**config.mk**
```make
export PLATFORM = sky130hd
export DESIGN_NAME = circular_ordered_list_store
export DESIGN_NICKNAME = d
export VERILOG_FILES = /design/src/rtl/colst_pkg.sv /design/src/rtl/colst_mem.sv /design/src/rtl/circular_ordered_list_store.sv
export SDC_FILE = /design/constraint.sdc
export NUM_CORES = 1
export LEC_CHECK = 0
export ABC_AREA = 0
export BUFFER_PORTS_ARGS = -buffer_cell sky130_fd_sc_hd__buf_2
export CAP_MARGIN = 20
export CORE_ASPECT_RATIO = 0.75
export CORE_MARGIN = 3
export CORE_UTILIZATION = 50
export DETAILED_ROUTE_END_ITERATION = 10
export PLACE_DENSITY = 0.69
export SETUP_SLACK_MARGIN = 0.02
export SLEW_MARGIN = 20
export SYNTH_ARGS = -nofsm -noshare
export SYNTH_HDL_FRONTEND = slang
export SYNTH_SLANG_ARGS = --single-unit
```
**constraint.sdc**
```tcl
create_clock -name clock -period 12.9 [get_ports clock]
set_clock_uncertainty 0.2 [all_clocks]
set_input_delay 1.29 -clock clock [delete_from_list [all_inputs] [get_ports clock]]
set_output_delay 1.29 -clock clock [all_outputs]
set_load 0.02 [all_outputs]
```
**src/rtl/colst_pkg.sv**
```systemverilog
// Package for the circular ordered list store: sizes, command and status
// codes, and the request and response beat types.
// No dependencies; every other file of the block imports it.
package colst_pkg;

   // Store depth and derived widths.
   localparam int CAPACITY = 32;
   localparam int IDX_W    = $clog2(CAPACITY);
   localparam int CNT_W    = $clog2(CAPACITY + 1);
   localparam int POS_W    = 6;
   localparam int SUM_W    = (CNT_W > POS_W) ? CNT_W : POS_W;
   localparam int DATA_W   = 32;

   // Command codes.
   localparam logic [2:0] CMD_END    = 3'd0;
   localparam logic [2:0] CMD_BEGIN  = 3'd1;
   localparam logic [2:0] CMD_AFTER  = 3'd2;
   localparam logic [2:0] CMD_DELETE = 3'd3;
   localparam logic [2:0] CMD_READ   = 3'd4;

   // Status codes.
   localparam logic [1:0] STAT_OK      = 2'd0;
   localparam logic [1:0] STAT_FULL    = 2'd1;
   localparam logic [1:0] STAT_EMPTY   = 2'd2;
   localparam logic [1:0] STAT_MISSING = 2'd3;

   // Request beat.
   typedef struct packed {
      logic [2:0]              cmd;
      logic signed [DATA_W-1:0] value;
      logic [POS_W-1:0]        position;
   } req_type;

   // Response beat.
   typedef struct packed {
      logic signed [DATA_W-1:0] item;
      logic [1:0]              status;
      logic                    last;
   } rsp_type;

endpackage

```
**src/rtl/colst_mem.sv**
```systemverilog
// Entry store of the circular ordered list: one write port and one read
// port with registered read data that holds while no read is issued.
// Depends on colst_pkg for depth and widths.
module colst_mem
   import colst_pkg::*;
(
   input  logic                     clock,
   input  logic                     wr_en,
   input  logic [IDX_W-1:0]         wr_addr,
   input  logic signed [DATA_W-1:0] wr_data,
   input  logic                     rd_en,
   input  logic [IDX_W-1:0]         rd_addr,
   output logic signed [DATA_W-1:0] rd_data
);

   logic signed [DATA_W-1:0] mem_ff [CAPACITY];
   logic signed [DATA_W-1:0] rd_data_ff;

   // Write port.
   always_ff @(posedge clock) begin
      if (wr_en) begin
         mem_ff[wr_addr] <= wr_data;
      end
   end

   // Read port; the data register keeps its value between reads.
   always_ff @(posedge clock) begin
      if (rd_en) begin
         rd_data_ff <= mem_ff[rd_addr];
      end
   end

   assign rd_data = rd_data_ff;

endmodule

```
**src/rtl/circular_ordered_list_store.sv**
```systemverilog
// Circular ordered list store, top level: sequencer walking the entry store.
// One command at a time; read-out gives one beat per entry. Each walk visits
// one store entry per cycle, and a read-out walk holds while the response
// output stalls. Results wait in an output register.
// Reset (synchronous, active high) empties the list; store contents stay.
module circular_ordered_list_store
   import colst_pkg::*;
(
   input  logic    clock,
   input  logic    reset,
   input  logic    req_valid,
   output logic    req_ready,
   input  req_type req_data,
   output logic    rsp_valid,
   input  logic    rsp_ready,
   output rsp_type rsp_data
);

   typedef enum logic [2:0] {
      S_IDLE,
      S_EMIT,
      S_INS_MOVE,
      S_INS_PUT,
      S_DEL_SCAN,
      S_DEL_MOVE,
      S_RD_OUT
   } state_type;

   state_type                state_ff, state_in;
   logic [IDX_W-1:0]         idx_ff, idx_in;
   logic [IDX_W-1:0]         slot_ff, slot_in;
   logic signed [DATA_W-1:0] value_ff, value_in;
   logic [CNT_W-1:0]         count_ff, count_in;
   logic [1:0]               status_ff, status_in;
   logic                     rsp_valid_ff, rsp_valid_in;
   rsp_type                  rsp_data_ff, rsp_data_in;

   logic                     wr_en;
   logic [IDX_W-1:0]         wr_addr;
   logic signed [DATA_W-1:0] wr_data;
   logic                     rd_en;
   logic [IDX_W-1:0]         rd_addr;
   logic signed [DATA_W-1:0] rd_data;

   logic                     out_free;
   logic                     rsp_load;
   rsp_type                  rsp_beat;
   logic                     list_full;
   logic                     at_end;
   logic [IDX_W-1:0]         count_idx;
   logic [SUM_W-1:0]         pos_ext;
   logic [SUM_W-1:0]         cnt_ext;
   logic [SUM_W-1:0]         after_n;
   logic [IDX_W-1:0]         ins_slot;

   colst_mem u_mem (
      .clock   (clock),
      .wr_en   (wr_en),
      .wr_addr (wr_addr),
      .wr_data (wr_data),
      .rd_en   (rd_en),
      .rd_addr (rd_addr),
      .rd_data (rd_data)
   );

   // The output register can take a beat when empty or being drained.
   assign out_free  = !rsp_valid_ff || rsp_ready;
   assign list_full = (count_ff == CNT_W'(CAPACITY));
   assign count_idx = IDX_W'(count_ff);
   assign at_end    = ((CNT_W'(idx_ff) + CNT_W'(1)) == count_ff);

   // Insert slot: a position below one acts as one, beyond the length as the length.
   always_comb begin
      pos_ext = SUM_W'(req_data.position);
      cnt_ext = SUM_W'(count_ff);
      after_n = (pos_ext == '0) ? SUM_W'(1) : pos_ext;
      if (after_n > cnt_ext) begin
         after_n = cnt_ext;
      end
      case (req_data.cmd)
         CMD_END:   ins_slot = count_idx;
         CMD_BEGIN: ins_slot = '0;
         default:   ins_slot = IDX_W'(after_n);
      endcase
   end

   // Sequencer next state and store access.
   always_comb begin
      state_in  = state_ff;
      idx_in    = idx_ff;
      slot_in   = slot_ff;
      value_in  = value_ff;
      count_in  = count_ff;
      status_in = status_ff;
      wr_en     = 1'b0;
      wr_addr   = idx_ff;
      wr_data   = rd_data;
      rd_en     = 1'b0;
      rd_addr   = idx_ff;
      rsp_load  = 1'b0;
      rsp_beat  = '{item: '0, status: status_ff, last: 1'b1};

      unique case (state_ff)
         S_IDLE: begin
            if (req_valid) begin
               value_in = req_data.value;
               unique case (req_data.cmd) inside
                  CMD_END, CMD_BEGIN, CMD_AFTER: begin
                     if (list_full) begin
                        status_in = STAT_FULL;
                        state_in  = S_EMIT;
                     end else begin
                        slot_in = ins_slot;
                        if (ins_slot == count_idx) begin
                           state_in = S_INS_PUT;
                        end else begin
                           rd_en    = 1'b1;
                           rd_addr  = count_idx - IDX_W'(1);
                           idx_in   = count_idx - IDX_W'(1);
                           state_in = S_INS_MOVE;
                        end
                     end
                  end
                  CMD_DELETE, CMD_READ: begin
                     if (count_ff == '0) begin
                        status_in = STAT_EMPTY;
                        state_in  = S_EMIT;
                     end else begin
                        rd_en    = 1'b1;
                        rd_addr  = '0;
                        idx_in   = '0;
                        state_in = (req_data.cmd == CMD_READ) ? S_RD_OUT : S_DEL_SCAN;
                     end
                  end
                  default: begin
                     status_in = STAT_OK;
                     state_in  = S_EMIT;
                  end
               endcase
            end
         end

         // Single result beat of a command.
         S_EMIT: begin
            if (out_free) begin
               rsp_load = 1'b1;
               state_in = S_IDLE;
            end
         end

         // Move entries up by one, from the end down to the insert slot.
         S_INS_MOVE: begin
            wr_en   = 1'b1;
            wr_addr = idx_ff + IDX_W'(1);
            if (idx_ff == slot_ff) begin
               state_in = S_INS_PUT;
            end else begin
               rd_en   = 1'b1;
               rd_addr = idx_ff - IDX_W'(1);
               idx_in  = idx_ff - IDX_W'(1);
            end
         end

         S_INS_PUT: begin
            wr_en     = 1'b1;
            wr_addr   = slot_ff;
            wr_data   = value_ff;
            count_in  = count_ff + CNT_W'(1);
            status_in = STAT_OK;
            state_in  = S_EMIT;
         end

         // Look for the first entry equal to the value.
         S_DEL_SCAN: begin
            if (rd_data == value_ff) begin
               if (at_end) begin
                  count_in  = count_ff - CNT_W'(1);
                  status_in = STAT_OK;
                  state_in  = S_EMIT;
               end else begin
                  rd_en    = 1'b1;
                  rd_addr  = idx_ff + IDX_W'(1);
                  idx_in   = idx_ff + IDX_W'(1);
                  state_in = S_DEL_MOVE;
               end
            end else if (at_end) begin
               status_in = STAT_MISSING;
               state_in  = S_EMIT;
            end else begin
               rd_en   = 1'b1;
               rd_addr = idx_ff + IDX_W'(1);
               idx_in  = idx_ff + IDX_W'(1);
            end
         end

         // Close the gap: move each later entry down by one.
         S_DEL_MOVE: begin
            wr_en   = 1'b1;
            wr_addr = idx_ff - IDX_W'(1);
            if (at_end) begin
               count_in  = count_ff - CNT_W'(1);
               status_in = STAT_OK;
               state_in  = S_EMIT;
            end else begin
               rd_en   = 1'b1;
               rd_addr = idx_ff + IDX_W'(1);
               idx_in  = idx_ff + IDX_W'(1);
            end
         end

         // One beat per entry; the read data holds while the output stalls.
         S_RD_OUT: begin
            if (out_free) begin
               rsp_load = 1'b1;
               rsp_beat = '{item: rd_data, status: STAT_OK, last: at_end};
               if (at_end) begin
                  state_in = S_IDLE;
               end else begin
                  rd_en   = 1'b1;
                  rd_addr = idx_ff + IDX_W'(1);
                  idx_in  = idx_ff + IDX_W'(1);
               end
            end
         end

         default: begin
            state_in = S_IDLE;
         end
      endcase
   end

   // Output register next value.
   always_comb begin
      rsp_data_in  = rsp_data_ff;
      rsp_valid_in = rsp_valid_ff;
      if (rsp_load) begin
         rsp_data_in  = rsp_beat;
         rsp_valid_in = 1'b1;
      end else if (rsp_ready) begin
         rsp_valid_in = 1'b0;
      end
   end

   // Sequencer state and registered outputs.
   always_ff @(posedge clock) begin
      idx_ff      <= idx_in;
      slot_ff     <= slot_in;
      value_ff    <= value_in;
      status_ff   <= status_in;
      rsp_data_ff <= rsp_data_in;
      if (reset) begin
         state_ff     <= S_IDLE;
         count_ff     <= '0;
         rsp_valid_ff <= 1'b0;
      end else begin
         state_ff     <= state_in;
         count_ff     <= count_in;
         rsp_valid_ff <= rsp_valid_in;
      end
   end

   assign req_ready = (state_ff == S_IDLE);
   assign rsp_valid = rsp_valid_ff;
   assign rsp_data  = rsp_data_ff;

endmodule
```
Word level (Yosys, flattened, before mapping)
Memories as Yosys holds them, arrays and structs flattened. A register that Yosys moved wholly into a read port is not among the register bits.
Index checks and enable logic that the tools add are counted.
- add/subtract/negate cells: 6
- multipliers: 0
- div/mod/pow operators: 0
- $lt $le $gt $ge: 1
- equality and inequality tests: 24
- shifts and indexed selects: 0
- multiplexer cells: 57
- bitwise logic cells: 1
- reductions and logical operators: 20
- operators with widths (cell ; number):
    $mux W5 ; 8
    $mux W3 ; 11
    $eq A32 B32 Y1 ; 1
    $mux W32 ; 1
    $pmux W3 S7 ; 1
    $pmux W5 S2 ; 2
    $pmux W5 S4 ; 1
    $mux W6 ; 3
    $pmux W6 S3 ; 1
    $mux W2 ; 8
    $mux W1 ; 15
    $pmux W5 S3 ; 1
    $eq A3 B2 Y1 const B ; 4
    $eq A3 B3 Y1 const B ; 4
    $logic_not A6 Y1 ; 2
    $ne A2 B2 Y1 const B ; 6
    $eq A5 B5 Y1 ; 2
    $reduce_and A5 Y1 ; 2
    $sub A5 B1 Y5 const B ; 2
    $ne A3 B3 Y1 const B ; 3
    $pmux W2 S4 ; 1
    $add A5 B1 Y6 const B ; 1
    $add A6 B1 Y6 const B ; 1
    $eq A3 B1 Y1 const B ; 2
    other kinds (20) ; 26
- bits in registers: 89
- latch bits: 0
- RAM bits: 1024
- memory bits (read-only): 0
- input port bits: 45
- output and inout port bits: 37
- logic and storage cells: 120
- memories kept: 1
- memories (name ; words ; bits a word ; read ports ; clocked after memory_dff ; write ports ; line ; RTL):
    u_mem.mem_ff ; 32 ; 32 ; 1 ; 1 ; 1 ; colst_mem.sv:16 ; logic signed [DATA_W-1:0] mem_ff [CAPACITY];

Depth between registers and ports, before layout
- depth in word-level cells: 11
- depth in mapped cells: 22
- gate-level depth less buffers: 15

Cells and area by module
Synthesis repeated with hierarchy kept, for this count alone.
- cells, all modules: 2846
- area total of the unflattened synthesis: 46215.6 um2
- modules (own cells, without submodules) (module ; instances ; cells an instance ; area an instance (um2) ; sequential area each (um2)):
    colst_mem ; 1 ; 2260 ; 40812.9 ; 31710.4
    circular_ordered_list_store ; 1 ; 586 ; 5402.7 ; 2522.4

Least setup slack after synthesis
OpenSTA, ideal clock, no wires.
- path kind: input to register
- start: input port req_data[5] in the netlist's numbering
- end: register u_mem.rd_data_ff[20] (netlist: u_mem.rd_data[20]), read port of u_mem.mem_ff, data pin
- library setup time: 0.283 ns
- arrival time: 4.423 ns
- required time: 12.417 ns
- setup slack: 7.994 ns
- stages on the path: 17
- path buffers: 4
- cell sequence: clkbuf_1 ha_1 and4_1 o21a_1 o21a_1 o21a_1 a31o_2 or2_1 a221oi_4 inv_2 buf_4 nor2_1 clkbuf_1 clkbuf_1 nand3_1 o211ai_1 a221oi_2
- cells in the longest elaborated chain, start to end: 11
- elaborated cells between the ends (all ways): 16
- classes of those cells: order compare (1); eq/ne (1); mux (13); reduce/logical (1)
- RTL lines (what ; line ; RTL):
    from (decl) ; circular_ordered_list_store.sv:13 ; input req_type req_data,
    $logic_not A6 Y1 ; circular_ordered_list_store.sv:76 ; after_n = (pos_ext == '0) ? SUM_W'(1) : pos_ext;
    $mux W6 * ; circular_ordered_list_store.sv:76 ;
    $gt A6 B6 Y1 ; circular_ordered_list_store.sv:77 ; if (after_n > cnt_ext) begin
    $mux W5 * ; circular_ordered_list_store.sv:77 ;
    $pmux W5 S2 * ; circular_ordered_list_store.sv:80 ; case (req_data.cmd)
    $eq A5 B5 Y1 * ; circular_ordered_list_store.sv:114 ; if (ins_slot == count_idx) begin
    $mux W5 / $mux W1 (equally long branches) (2 in series) ; -- ;
    $pmux W5 S2 / $pmux W1 S2 (equally long branches) ; -- ;
    $mux W5 / $mux W1 (equally long branches) ; -- ;
    $pmux W5 S4 / $pmux W1 S4 (equally long branches) ; circular_ordered_list_store.sv:103 ; unique case (state_ff)
    to (decl) ; colst_mem.sv:17 ; logic signed [DATA_W-1:0] rd_data_ff;
Every way passes the cells marked *; elsewhere a longest branch is shown, timed or not.
A chain may end at the register's enable or synchronous reset.

Final worst setup path
- start: register idx_ff[0]
- end: register u_mem.rd_data_ff[21] (netlist: u_mem.rd_data[21]), read port of u_mem.mem_ff, data pin
- cells in the longest elaborated chain, start to end: 5
- elaborated cells between the ends (all ways): 18
- classes of those cells: add/sub (3); eq/ne (2); mux (13)
- RTL lines (what ; line ; RTL):
    from (decl) ; circular_ordered_list_store.sv:30 ; logic [IDX_W-1:0] idx_ff, idx_in;
    from (signal assigned) ; circular_ordered_list_store.sv:246 ; idx_ff <= idx_in;
    $add A5 B1 Y6 / $mux W5 (equally long branches) ; -- ;
    $eq A6 B6 Y1 / $mux W5 (equally long branches) ; -- ;
    $mux W5 (tied with other cells) (2 in series) ; -- ;
    $pmux W5 S4 / $pmux W1 S4 (equally long branches) ; circular_ordered_list_store.sv:103 ;
Several ways; a longest one is shown, not always the timed one.

==> out/metrics.csv <==
stage;metric;value;unit
outcome;outcome;finished, final reports clean;
clocking;clk_pin_slew;0.07;ns
power_and_ir_drop;peakVddDrop;0.249;mV
timing;hold_violations;0;
power_and_ir_drop;p_total;0.0127;W
synth;syn_area_per_cell;15.3;um2
synth;synth-edff-count;1130;
timing;slew_viol_final;0;
finish;final_area;51800;um2
floorplanning;die_x;358;um
finish;area_growth;11.6;%
worst_setup_path;crit_slowest_cell;a211oi_1;
synth;synth_top_family_by_area;compound AO/OA/AOI/OAI gates;
grt;grt_overflow_total;0;
timing;period_needed;7.77;ns
drt;antenna_left;0;
floorplanning;io_pins;82;
grt;grt_max_degree;194;
synth;yosys.area_share.simple;7.90;%
synth;async_flop_share;0;%
power_and_ir_drop;powerDensity;246;nW/um2
synth;syn_inst;3027;
clocking;post_cts_resized;0;
timing;tns;0;ns
synth;yosysMostFrequentCell;edfxtp_1;
finish;nNetsFinal;3135;
timing;grt_setup_unrepaired;false;
timing;tightest_slew;1.19;ns
placed_design;place.gp.congestion;0.891;
job;max-cap-violations;0;
synth;yosys_register_bits;1145;
finish;n_fill_cell;6925;
worst_setup_path;crit_fanout;166;
finish;fin_cells;4394;
drt;vias;28100;
grt;antenna_found_initial;2;
placed_design;placed_cells;4192;
floorplanning;num_rows;96;
worst_setup_path;rrSetupSlack;5.13;ns
finish;drive_gt1_share;13.1;%
worst_setup_path;criticalPathCategory;flip-flop to flip-flop;
grt;grt_pass1_wl;182;mm
clocking;clock_path_buffers;3;
worst_hold_path;min_path_type;flip-flop to flip-flop;
floorplanning;dieArea;96600;um2
worst_setup_path;max_stage_delay;0.95;ns
synth;synth_flop_cell;edfxtp_1;
drt;drc;0;
placed_design;portBuffers;81;
drt;dr.pass1.iters;6;
placed_design;place_area;48300;um2
worst_setup_path;worstPathRequired;13.08;ns
synth;synthMuxAreaShare;5.65;%
synth;synth_area_leaders;edfxtp_1, mux2i_1, nand2_1;
floorplanning;initial_utilization;50.6;%
synth;seq_area_frac_synth;73.8;%
clocking;h-tree-depth;3;
worst_setup_path;cp_common_cell;buf_4;
drt;drtIter0Drc;4426;
timing;max_freq;129;MHz
worst_setup_path;path_cells;inv_1 > ha_1 > xnor2_1 > nand2_1 > nor4b_2 > a21oi_1 > a221oi_1 > a2bb2oi_4 > buf_4 > and2_4 > inv_16 > buf_12 > buf_4 > mux2i_1 > a2111oi_0 > a211oi_1 > a221oi_2;
synth;synth_top_area_share;73.1;%
synth;syn-num-nets;3086;
finish;antenna-diode-count;0;
timing;finalSetupViolCount;0;
floorplanning;core_area;91800;um2
synth;synth.distinct_cells;72;
clocking;cts_buffers;107;
placed_design;dpl.hpwl;68.9;mm
synth;yosys_warnings;0;
clocking;cts_sinks;1145;
clocking;ctsHoldBuffers;0;
floorplanning;die_h;270;um
clocking;cts_root_buffer;clkbuf_16;
synth;yosys.area.top_type;edfxtp_1;
worst_setup_path;cp-start-kind;flip-flop;
synth;synth-xor-area-share;1.04;%
worst_setup_path;cp_data_arrival_time;7.94;ns
synth;synth-compound-area-share;8.98;%
clocking;insertion_delay;0.68;ns
clocking;post-cts-setup-buffers;0;
synth;netlist_area;46400;um2
drt;avgViaCountPerCell;6.38;
worst_setup_path;crit_path_end_kind;flip-flop;
timing;slew_headroom;20.4;%
timing;finalCritPeriodShare;60.2;%
grt;grt_usage;25.5;%
synth;yosys-top-cells-count;edfxtp_1, nand2_1, nor2_1;
placed_design;dpl_worst_slack;5.05;ns
timing;setup_ws;5.13;ns
power_and_ir_drop;p_leak;17.6;nW
synth;synth_fa_ha_area_share;0.394;%
grt;grt_pass1_vias;27100;
drt;drt-total-wl;126;mm
drt;wire_per_inst;28.6;um
clocking;cts_tree;built;
logic make-up (layout without fill, tap and decap cells):
logic type | after synthesis | count (layout)
flip-flops | 1145 | 1145
AND/OR/NAND/NOR | 824 | 824
AO/OA/AOI/OAI | 496 | 496
multiplexers | 258 | 258
buffers and inverters | 235 | 377
XOR/XNOR | 55 | 55
adder cells (fa/ha/maj) | 14 | 14
layout by cell type (no fill, tap or decap), types with 65 or more instances in the layout:
| master | n |
|---|---|
| o211ai_1 | 65 |
| mux2i_1 | 226 |
| edfxtp_1 | 1130 |
| clkbuf_16 | 109 |
| a2111oi_0 | 118 |
| nand3_1 | 78 |
| buf_2 | 81 |
| nand2_1 | 300 |
| buf_4 | 65 |
| nor2_1 | 222 |
| and3_1 | 132 |
registers in the layout, indices dropped and copies added, names as in the netlist:
register / count
rsp_data: 35
state_ff: 3
u_mem.rd_data: 32
rsp_valid: 1
value_ff: 32
u_mem.mem_ff: 1024
status_ff: 2
cnt_ext: 6
idx_ff: 5
slot_ff: 5
metrics by stage:
stage / utilization, % / hold WS, ns
global placement: 52.6 / 0.370
CTS: 56.4 / 0.369
finish: 56.4 / 0.377
global route: 56.4 / 0.409
detailed placement: 52.6 / 0.365
floorplan: - / 0.331
final timing paths:
path,from,endpoint,cells after the start
max,idx_ff[0],u_mem.rd_data[21],17
min,status_ff[1],rsp_data[2],1
max reg2reg,idx_ff[0],u_mem.rd_data[21],17
min reg2reg,status_ff[1],rsp_data[2],1
area by class of cell:
type	count	area (um2)	share of cell area (%)
flip-flops and latches	1145	34200	66.1
multi-input cells	1647	11500	22.1
clock buffers	136	2830	5.46
repair buffers	151	992	1.92
clock inverters	66	648	1.25
well taps	1225	1530	2.96
inverters	24	109	0.210
per-layer routing:
layer / wire length (um) / GRT usage, %
met5: 13 / 0
met4: 2760 / 6.48
met3: 15700 / 6.29
met2: 54800 / 36.8
met1: 52400 / 38.7
power by group:
group / switching (W) / leakage, nW / internal, W
sequential: 0.000163 / 10.3 / 0.00484
combinational: 0.00334 / 5.54 / 0.00126
clock: 0.00135 / 1.69 / 0.00179
total: 0.00485 / 17.6 / 0.00789
worst max-delay path, delay by kind of cell (launching register included):
family	cells	cell delay (ns)
and+or+nand+nor	3	0.37
muxes	1	0.28
adders and majority gates	1	0.47
AOI/OAI and AO/OA	6	2.45
DFF	1	0.70
xor gates and xnor gates	1	0.17
buffers and inverters	5	2.22
(Power assumes the default switching activity.)
